File: config.mk
export PLATFORM = sky130hd
export DESIGN_NAME = byte_fifo_with_key_purge
export DESIGN_NICKNAME = d
export VERILOG_FILES = /design/src/hw/rtl/bfkp_pkg.sv /design/src/hw/rtl/byte_fifo_with_key_purge.sv
export SDC_FILE = /design/constraint.sdc
export NUM_CORES = 1
export LEC_CHECK = 0
export ABC_AREA = 1
export BUFFER_PORTS_ARGS = -buffer_cell sky130_fd_sc_hd__buf_2
export CORE_MARGIN = 8
export CORE_UTILIZATION = 25
export CTS_BUF_LIST = sky130_fd_sc_hd__clkbuf_8
export CTS_CLUSTER_SIZE = 10
export DETAILED_ROUTE_END_ITERATION = 10
export PLACE_DENSITY = 0.48
export SYNTH_ARGS = -nofsm -noshare
export SYNTH_HDL_FRONTEND = slang
export SYNTH_SLANG_ARGS = --single-unit
File: constraint.sdc
create_clock -name clk_i -period 5 [get_ports clk_i]
set_clock_uncertainty 0.15 [all_clocks]
set_input_delay 0.5 -clock clk_i [delete_from_list [all_inputs] [get_ports clk_i]]
set_output_delay 0.5 -clock clk_i [all_outputs]
set_load 0.01 [all_outputs]
File: src/hw/rtl/bfkp_pkg.sv
// Package for the byte queue with key purge: sizes, command codes and item types.
`default_nettype none

package bfkp_pkg;

  // Queue geometry
  localparam int unsigned QueueDepth = 64;
  localparam int unsigned PtrW       = $clog2(QueueDepth);
  localparam int unsigned CntW       = $clog2(QueueDepth + 1);

  // Command codes
  localparam logic [1:0] CmdPush  = 2'd0;
  localparam logic [1:0] CmdPop   = 2'd1;
  localparam logic [1:0] CmdPurge = 2'd2;
  localparam logic [1:0] CmdClear = 2'd3;

  // Input item
  typedef struct packed {
    logic [1:0] command;
    logic [7:0] data;
  } in_t;

  // Result item
  typedef struct packed {
    logic [7:0] popped_byte;
    logic       popped_valid;
    logic       overflow;
    logic [6:0] purged_count;
    logic [6:0] occupancy;
  } out_t;

endpackage

`default_nettype wire

File: src/hw/rtl/byte_fifo_with_key_purge.sv
// Bounded byte queue with push, pop, purge-by-key and clear, one result per item.
// Push and clear go to StFin; pop reads the head byte in StPop; purge of a queue holding
// n bytes walks them in StPurge (one stored byte per cycle through the single read port).
// A new item is taken in the cycle after the result has moved into the output register.
// Reset (async, active low) empties the queue and drops any pending result; the byte store
// is not cleared and needs no clearing pass.
`default_nettype none

module byte_fifo_with_key_purge (
  input  wire logic           clk_i,
  input  wire logic           rst_ni,
  input  wire logic           in_valid_i,
  output logic                in_ready_o,
  input  wire bfkp_pkg::in_t  in_data_i,
  output logic                out_valid_o,
  input  wire logic           out_ready_i,
  output bfkp_pkg::out_t      out_data_o
);
  import bfkp_pkg::*;

  // Sequencer states
  localparam logic [1:0] StIdle  = 2'd0;
  localparam logic [1:0] StPop   = 2'd1;
  localparam logic [1:0] StPurge = 2'd2;
  localparam logic [1:0] StFin   = 2'd3;

  logic [1:0]      state_q, state_d;
  logic [PtrW-1:0] head_q, head_d, tail_q, tail_d;
  logic [CntW-1:0] count_q, count_d;
  logic [PtrW-1:0] rd_q, rd_d, wr_q, wr_d;
  logic [CntW-1:0] iss_q, iss_d, chk_q, chk_d;
  logic [CntW-1:0] purged_q, purged_d;
  logic            rvld_q, rvld_d;
  logic [7:0]      key_q, key_d;
  out_t            res_q, res_d;
  out_t            out_q, out_d;
  logic            out_vld_q, out_vld_d;

  // Byte store, one write and one registered read port
  logic [7:0]      mem_q [QueueDepth];
  logic [7:0]      rdata_q;
  logic            we;
  logic [PtrW-1:0] waddr, raddr;
  logic [7:0]      wdata;

  function automatic logic [PtrW-1:0] next_slot(input logic [PtrW-1:0] p);
    next_slot = (p == PtrW'(QueueDepth - 1)) ? '0 : p + PtrW'(1);
  endfunction

  always_ff @(posedge clk_i) begin
    if (we) begin
      mem_q[waddr] <= wdata;
    end
    rdata_q <= mem_q[raddr];
  end

  // Sequencer and result building
  always_comb begin
    state_d   = state_q;
    head_d    = head_q;
    tail_d    = tail_q;
    count_d   = count_q;
    rd_d      = rd_q;
    wr_d      = wr_q;
    iss_d     = iss_q;
    chk_d     = chk_q;
    purged_d  = purged_q;
    rvld_d    = 1'b0;
    key_d     = key_q;
    res_d     = res_q;
    out_d     = out_q;
    out_vld_d = out_vld_q;
    we        = 1'b0;
    waddr     = tail_q;
    wdata     = in_data_i.data;
    raddr     = head_q;
    in_ready_o = (state_q == StIdle);

    // result leaves the output register
    if (out_vld_q && out_ready_i) begin
      out_vld_d = 1'b0;
    end

    unique case (state_q)
      StIdle: begin
        if (in_valid_i) begin
          key_d = in_data_i.data;
          res_d = '0;
          case (in_data_i.command)
            CmdPush: begin
              if (count_q == CntW'(QueueDepth)) begin
                res_d.overflow = 1'b1;
              end else begin
                we      = 1'b1;
                tail_d  = next_slot(tail_q);
                count_d = count_q + CntW'(1);
              end
              res_d.occupancy = 7'(count_d);
              state_d = StFin;
            end
            CmdPop: begin
              // head byte is read at this edge
              res_d.occupancy = 7'(count_q);
              state_d = (count_q == '0) ? StFin : StPop;
            end
            CmdPurge: begin
              rd_d     = head_q;
              wr_d     = head_q;
              iss_d    = count_q;
              chk_d    = count_q;
              purged_d = '0;
              state_d  = StPurge;
            end
            default: begin
              head_d  = '0;
              tail_d  = '0;
              count_d = '0;
              state_d = StFin;
            end
          endcase
        end
      end
      StPop: begin
        res_d.popped_byte  = rdata_q;
        res_d.popped_valid = 1'b1;
        head_d             = next_slot(head_q);
        count_d            = count_q - CntW'(1);
        res_d.occupancy    = 7'(count_d);
        state_d            = StFin;
      end
      StPurge: begin
        // issue the next read
        if (iss_q != '0) begin
          raddr  = rd_q;
          rd_d   = next_slot(rd_q);
          iss_d  = iss_q - CntW'(1);
          rvld_d = 1'b1;
        end
        // check the byte read last cycle; survivors are packed toward the head
        if (rvld_q) begin
          chk_d = chk_q - CntW'(1);
          if (rdata_q == key_q) begin
            purged_d = purged_q + CntW'(1);
          end else begin
            we    = 1'b1;
            waddr = wr_q;
            wdata = rdata_q;
            wr_d  = next_slot(wr_q);
          end
        end
        if ((chk_q == '0) || (rvld_q && (chk_q == CntW'(1)))) begin
          tail_d             = wr_d;
          count_d            = count_q - purged_d;
          res_d.purged_count = 7'(purged_d);
          res_d.occupancy    = 7'(count_d);
          state_d            = StFin;
        end
      end
      StFin: begin
        if (!out_vld_q || out_ready_i) begin
          out_d     = res_q;
          out_vld_d = 1'b1;
          state_d   = StIdle;
        end
      end
      default: begin
        state_d = StIdle;
      end
    endcase
  end

  // Control registers
  always_ff @(posedge clk_i or negedge rst_ni) begin
    if (!rst_ni) begin
      state_q   <= StIdle;
      head_q    <= '0;
      tail_q    <= '0;
      count_q   <= '0;
      iss_q     <= '0;
      chk_q     <= '0;
      rvld_q    <= 1'b0;
      out_vld_q <= 1'b0;
    end else begin
      state_q   <= state_d;
      head_q    <= head_d;
      tail_q    <= tail_d;
      count_q   <= count_d;
      iss_q     <= iss_d;
      chk_q     <= chk_d;
      rvld_q    <= rvld_d;
      out_vld_q <= out_vld_d;
    end
  end

  // Payload registers
  always_ff @(posedge clk_i) begin
    rd_q     <= rd_d;
    wr_q     <= wr_d;
    purged_q <= purged_d;
    key_q    <= key_d;
    res_q    <= res_d;
    out_q    <= out_d;
  end

  assign out_valid_o = out_vld_q;
  assign out_data_o  = out_q;

`ifndef SYNTHESIS
  a_count_bound: assert property (@(posedge clk_i) disable iff (!rst_ni)
    count_q <= CntW'(QueueDepth))
    else $error("queue count above depth");

  a_ptr_span: assert property (@(posedge clk_i) disable iff (!rst_ni)
    (state_q == StIdle) |-> ((tail_q - head_q) == count_q[PtrW-1:0]))
    else $error("head, tail and count disagree");

  a_walk_track: assert property (@(posedge clk_i) disable iff (!rst_ni)
    (state_q == StPurge) |-> (chk_q == (iss_q + CntW'(rvld_q))))
    else $error("purge read and check counters out of step");

  a_res_excl: assert property (@(posedge clk_i) disable iff (!rst_ni)
    (out_vld_q && out_q.popped_valid) |-> (!out_q.overflow && (out_q.purged_count == '0)))
    else $error("pop result carries push or purge status");

  a_ready_idle: assert property (@(posedge clk_i) disable iff (!rst_ni)
    (in_valid_i && in_ready_o) |=> (state_q != StIdle))
    else $error("accepted item did not start the sequencer");
`endif

endmodule

`default_nettype wire
# Word-level counts from Yosys, hierarchy flattened
# Memories as Yosys holds them, arrays and structs flattened. A register that Yosys moved wholly into a read port is not among the register bits.
# Cells that the tools add are included.
# W data, S select, Z words.
[op_classes]
addsub = 10
eq_ne = 21
muxes = 71
reduce_logical = 27
[op_table]
columns = ["cell", "n"]
rows = [
  ["$mux W6", 19],
  ["$mux W7", 12],
  ["$pmux W7 S2", 6],
  ["$pmux W6 S2", 5],
  ["$pmux W7 S3", 2],
  ["$add A6 B1 Y6 const B", 4],
  ["$eq A6 B6 Y1 const B", 4],
  ["$mux W24", 1],
  ["$mux W8", 3],
  ["$sub A7 B1 Y7 const B", 3],
  ["$pmux W9 S2", 1],
  ["$reduce_and A3 Y1", 5],
  ["$add A7 B1 Y7 const B", 2],
  ["$logic_not A7 Y1", 2],
  ["$mux W1", 14],
  ["$mux W14", 1],
  ["$ne A2 B2 Y1 const B", 7],
  ["$reduce_and A4 Y1", 3],
  ["$eq A8 B8 Y1", 1],
  ["$mux W2", 4],
  ["$pmux W2 S4", 1],
  ["$eq A7 B1 Y1 const B", 1],
  ["$eq A7 B7 Y1 const B", 1],
  ["$reduce_bool A7 Y1", 1],
  ["other kinds (17)", 26],
]
[totals]
ff_bits = 112
ramBits = 512
in_bits = 14
out_inout_bits = 26
elab_cells = 152
memories = 1
[mem_list]
columns = ["name", "words", "width", "rd", "rd_clocked_by_memory_dff", "write_ports", "line", "text"]
rows = [
  ["mem_q", 64, 8, 1, 1, 1, "byte_fifo_with_key_purge.sv:40", "logic [7:0] mem_q [QueueDepth];"],
]

# Logic depth before layout (Yosys ltp)
[logic_depth]
word_depth = 7
mapped_depth = 24
mapped_depth_nobuf = 24

# Worst setup path after synthesis
# Ideal clock, no wire load.
[synth_path]
path_kind = "reg2reg"
start = "reg state_q[0]"
end = "mem mem_q[0][3], data pin"
setup_ps = 702
arrival_ps = 3864
required_time_ps = 4148
slack_ps = 284
path_stages_with_launch = 8
path_buffers = 3
period_less_slack_ps = 4716
cell_sequence = "dfrtp_1 inv_1 ha_1 clkbuf_1 nand2_1 buf_2 buf_2 o21ai_0"
[synth_via]
elab_chain_cells = 2
[synth_rtl]
columns = ["item", "line", "text"]
rows = [
  ["from (decl)", "byte_fifo_with_key_purge.sv:27", "logic [1:0] state_q, state_d;"],
  ["from (signal assigned)", "byte_fifo_with_key_purge.sv:175", "state_q <= StIdle;"],
  ["from (signal assigned)", "byte_fifo_with_key_purge.sv:184", "state_q <= state_d;"],
  ["$eq A2 B2 Y1", "byte_fifo_with_key_purge.sv:84", "unique case (state_q)"],
  ["$mux W8", "byte_fifo_with_key_purge.sv:84", ""],
  ["via wdata[3]", "byte_fifo_with_key_purge.sv:44", "logic [7:0] wdata;"],
  ["to (decl)", "byte_fifo_with_key_purge.sv:40", ""],
]
# The timed path passes the listed nets, and every way through them passes these cells.

# Worst setup path after layout
[layout_path]
start = "reg state_q[0]"
end = "reg rdata_q[7], read port of mem_q"
[layout_via]
elab_chain_cells = 2
[layout_rtl]
columns = ["item", "line", "text"]
rows = [
  ["$eq A2 B2 Y1", "byte_fifo_with_key_purge.sv:84", ""],
  ["$mux W6", "byte_fifo_with_key_purge.sv:84", ""],
  ["to (decl)", "byte_fifo_with_key_purge.sv:41", "logic [7:0] rdata_q;"],
]
# Every way passes these cells.
# A chain may end at the register's enable or synchronous reset.

==> flow_summary.json <==
{
  "htreeDepth": 3,
  "power.internal_mw": 11.1,
  "rsz0062_at_grt": "no",
  "syn_avg_cell_area_um2": 12.0,
  "synth_area_leader_cell": "edfxtp_1",
  "synth_edf_count": 587,
  "worstRegToRegCells": 16,
  "wl_per_cell_um": 19.7,
  "timing.final.ws_setup_ns": 0.967,
  "cts-buffers-inserted": 104,
  "crit_path_end": "rdata_q[7]",
  "ys_ff_latch": 632,
  "grt-ovfl-total": 0,
  "setup-tns-final_ns": 0,
  "finalSetupViolations": 0,
  "grt_max_degree": 149,
  "clk_latency_ns": 0.72,
  "rr_endpoint": "rdata_q[7]",
  "worstHoldPathType": "in2reg",
  "vias": 18300,
  "start_kind": "flip-flop",
  "top_layer_used": "met4",
  "ir_drop_uv": 602,
  "leakagePower_nw": 10.6,
  "yosys-top-cells-area": "edfxtp_1 (65%), o21ai_0 (5.0%), nor2_1 (4.2%), o211ai_1 (3.7%), dfrtp_1 (3.4%)",
  "die_y_um": 346,
  "grt_pass1_vias": 18500,
  "start_util": 0.251,
  "antenna_left": 0,
  "clk_pin_slew_worst_paths_ns": 0.06,
  "drt_wl_total_um": 76300,
  "yosysTopAreaCellShare": 0.648,
  "synth_seq_area_share": 0.688,
  "r2r-start": "state_q[0]",
  "globalplace.congestion": 0.868,
  "via_per_inst": 4.73,
  "ys_async_sr_fraction": 0.0585,
  "synth_cell_type_count": 48,
  "fin_area_um2": 31100,
  "drv_slew": 0,
  "critPathCaptureType": "flip-flop",
  "swShare": 0.429,
  "relSlewSlack": 0.232,
  "cts_resized": 0,
  "p_clk_frac": 0.221,
  "cp-startpoint": "state_q[0]",
  "grt_usage": 0.124,
  "min_period_over_period": 0.807,
  "synth_most_common_cell": "edfxtp_1",
  "io_buffers": 39,
  "cts_root_buf": "clkbuf_8",
  "io_pins": 40,
  "combPwrFrac": 0.422,
  "status": "completed",
  "syn-num-nets": 2312,
  "fmax_ghz": 0.248,
  "synth_flop_cell": "edfxtp_1",
  "die_area_um2": 120000,
  "critPathKind": "reg2reg",
  "final_nets": 2400,
  "cts_tree": "yes",
  "wl_met1_um": 33700,
  "layout-drive-gt1-share": 0.117,
  "fillers": 11100,
  "hold_violations": 0,
  "core_area_um2": 108000,
  "seqPwrFrac": 0.357,
  "crit_fanout": 37,
  "die_w_um": 346,
  "grt_pass1_wl_um": 116000,
  "clock_path_buffers": 3,
  "p_switching_mw": 8.37,
  "r2r_slack_ns": 0.97,
  "cts_sinks": 632,
  "power_mw": 19.5,
  "placed_cell_area_um2": 29100,
  "drc": 0,
  "fin_crit_ns": 4.03,
  "wl_met2_um": 35700,
  "power_density_nw_per_um2": 626,
  "required_ns": 5.44,
  "worst_pin_slew_ns": 1.15,
  "syn_to_final_growth_pct": 14.5,
  "wl_met3_um": 4720,
  "synthesis.area_um2": 27200,
  "std_cell_rows": 121,
  "dpl.hpwl_um": 47100,
  "cp.arrival_ns": 4.47,
  "drt-pass1-iter-count": 5,
  "drv_cap": 0,
  "yosys_warnings": 0,
  "ys_top_cells_by_count": "edfxtp_1 (587), nor2_1 (307), o21ai_0 (271)",
  "antenna_found_initial": 1,
  "drt_iter0_markers": 1762,
  "dp_slack_ns": 0.956,
  "synthCells": 2272
}
[kinds of logic (layout without fill, tap and decap cells)]
family / after synthesis / after routing / synth area share
AOI/OAI and AO/OA: 614 / 614 / 0.138
xor gates and xnor gates: 13 / 13 / 0.00419
adders and majority gates: 26 / 26 / 0.0122
buffers and inverters: 276 / 452 / 0.0459
DFF: 632 / 632 / 0.688
other: 0 / 1 / 0
and+or+nand+nor: 711 / 711 / 0.112
[sequential cells by signal, indices dropped and copies added (netlist names), 6 cells and up]
name	count
chk_q	7
mem_q	512
iss_q	7
out_data_o	24
head_q	6
key_q	8
tail_q	6
wr_q	6
rd_q	6
purged_q	7
count_q	7
rdata_q	8
res_q	24
[per-layer routing]
metal | global-route usage | vias to the layer above
met4 | 0.0450 | 0
met3 | 0.0239 | 131
met5 | 0 | -
met2 | 0.202 | 619
li1 | - | 8477
met1 | 0.163 | 9033
[layout make-up]
| cell class | count | area [um^2] | share of cell area |
|---|---|---|---|
| Antenna cell | 1 | 2.50 | 0.0000804 |
| Clock buffer | 106 | 1460 | 0.0469 |
| Clock inverter | 88 | 489 | 0.0157 |
| Inverter | 155 | 589 | 0.0189 |
| Multi-Input combinational cell | 1364 | 7330 | 0.236 |
| Sequential cell | 632 | 18700 | 0.601 |
| Tap cell | 1414 | 1770 | 0.0569 |
| Timing Repair Buffer | 103 | 766 | 0.0246 |
[power groups by stage]
stage	clock (mW)	combinational, mW	sequential (mW)
after detailed placement	0	8.27	7.07
after global routing	4.66	9.08	7.01
after global placement	0	8.21	7.05
final	4.30	8.23	6.96
after CTS	4.44	8.29	6.96
after floorplan	0	5.47	7.07
[worst max-delay path: stages, from the launching register on]
cell	delay, ns
dfrtp_1	0.41
inv_1	0.10
ha_1	0.43
inv_2	0.10
nor2_4	0.21
inv_4	0.11
o21ai_4	0.49
inv_2	0.39
buf_4	0.37
o21ai_0	0.12
inv_1	0.06
o21ai_0	0.12
o211ai_1	0.23
o211ai_1	0.17
nand3_1	0.17
nand3_1	0.14
nand2_1	0.11
[layout by cell type (no fill, tap or decap), types with 3 or more instances in the layout]
| master | netlist | layout |
|---|---|---|
| edfxtp_1 | 587 | 587 |
| nor2_1 | 307 | 306 |
| o21ai_0 | 271 | 262 |
| nand2_1 | 207 | 207 |
| inv_1 | 140 | 167 |
| o211ai_1 | 133 | 133 |
| clkbuf_8 | 0 | 106 |
| nand3_1 | 105 | 105 |
| o21ai_1 | 73 | 73 |
| buf_4 | 14 | 48 |
| o221ai_1 | 41 | 41 |
| buf_2 | 56 | 39 |
| dfrtp_1 | 37 | 37 |
| clkinv_1 | 2 | 34 |
| o21bai_1 | 25 | 25 |
| ha_1 | 25 | 25 |
| a21oi_1 | 24 | 24 |
| clkinv_2 | 0 | 19 |
| o22ai_1 | 18 | 18 |
| or2_1 | 18 | 18 |
| or2_0 | 16 | 16 |
| or2_2 | 15 | 15 |
| nor3_1 | 12 | 12 |
| nand4_1 | 12 | 12 |
| inv_2 | 12 | 11 |
| o21ai_4 | 2 | 11 |
| dlygate4sd3_1 | 0 | 11 |
| xor2_1 | 10 | 10 |
| nor4_1 | 9 | 9 |
| o21ai_2 | 9 | 9 |
| dfxtp_1 | 8 | 8 |
| a31oi_1 | 6 | 6 |
| buf_12 | 0 | 5 |
| nor2_2 | 3 | 4 |
| inv_6 | 0 | 4 |
| bufinv_16 | 0 | 4 |
| nor2_4 | 3 | 3 |
| xnor2_1 | 3 | 3 |
| o31ai_1 | 3 | 3 |
| nand2_2 | 3 | 3 |
[repair_timing]
action / in CTS / in global routing
hold endpoints to repair: 49 / 0
buffers inserted: 0 / 0
hold buffers: 11 / 0
[per-stage QoR]
step | instances | util | hold WS, ns
CTS | 3862 | 0.287 | 0.119
global route | 3863 | 0.287 | 0.231
finish | 3863 | 0.287 | 0.212
detailed placement | 3657 | 0.268 | 0.255
floorplan | 2272 | - | 0.0544
global placement | 3657 | 0.268 | 0.251
[worst min-delay path by stage]
stage / startpoint / end / slack [ns] / depth (start not counted)
after floorplan: rst_ni / chk_q[0] / 0.05 / 0
after CTS: in_data_i[9] / state_q[0] / 0.12 / 5
after global placement: res_q[9] / out_data_o[9] / 0.25 / 0
after detailed placement: res_q[0] / out_data_o[0] / 0.25 / 0
after global routing: in_data_i[9] / state_q[0] / 0.23 / 5
final: in_data_i[9] / state_q[0] / 0.21 / 5
Note: power is estimated with default switching activity, not from simulation.
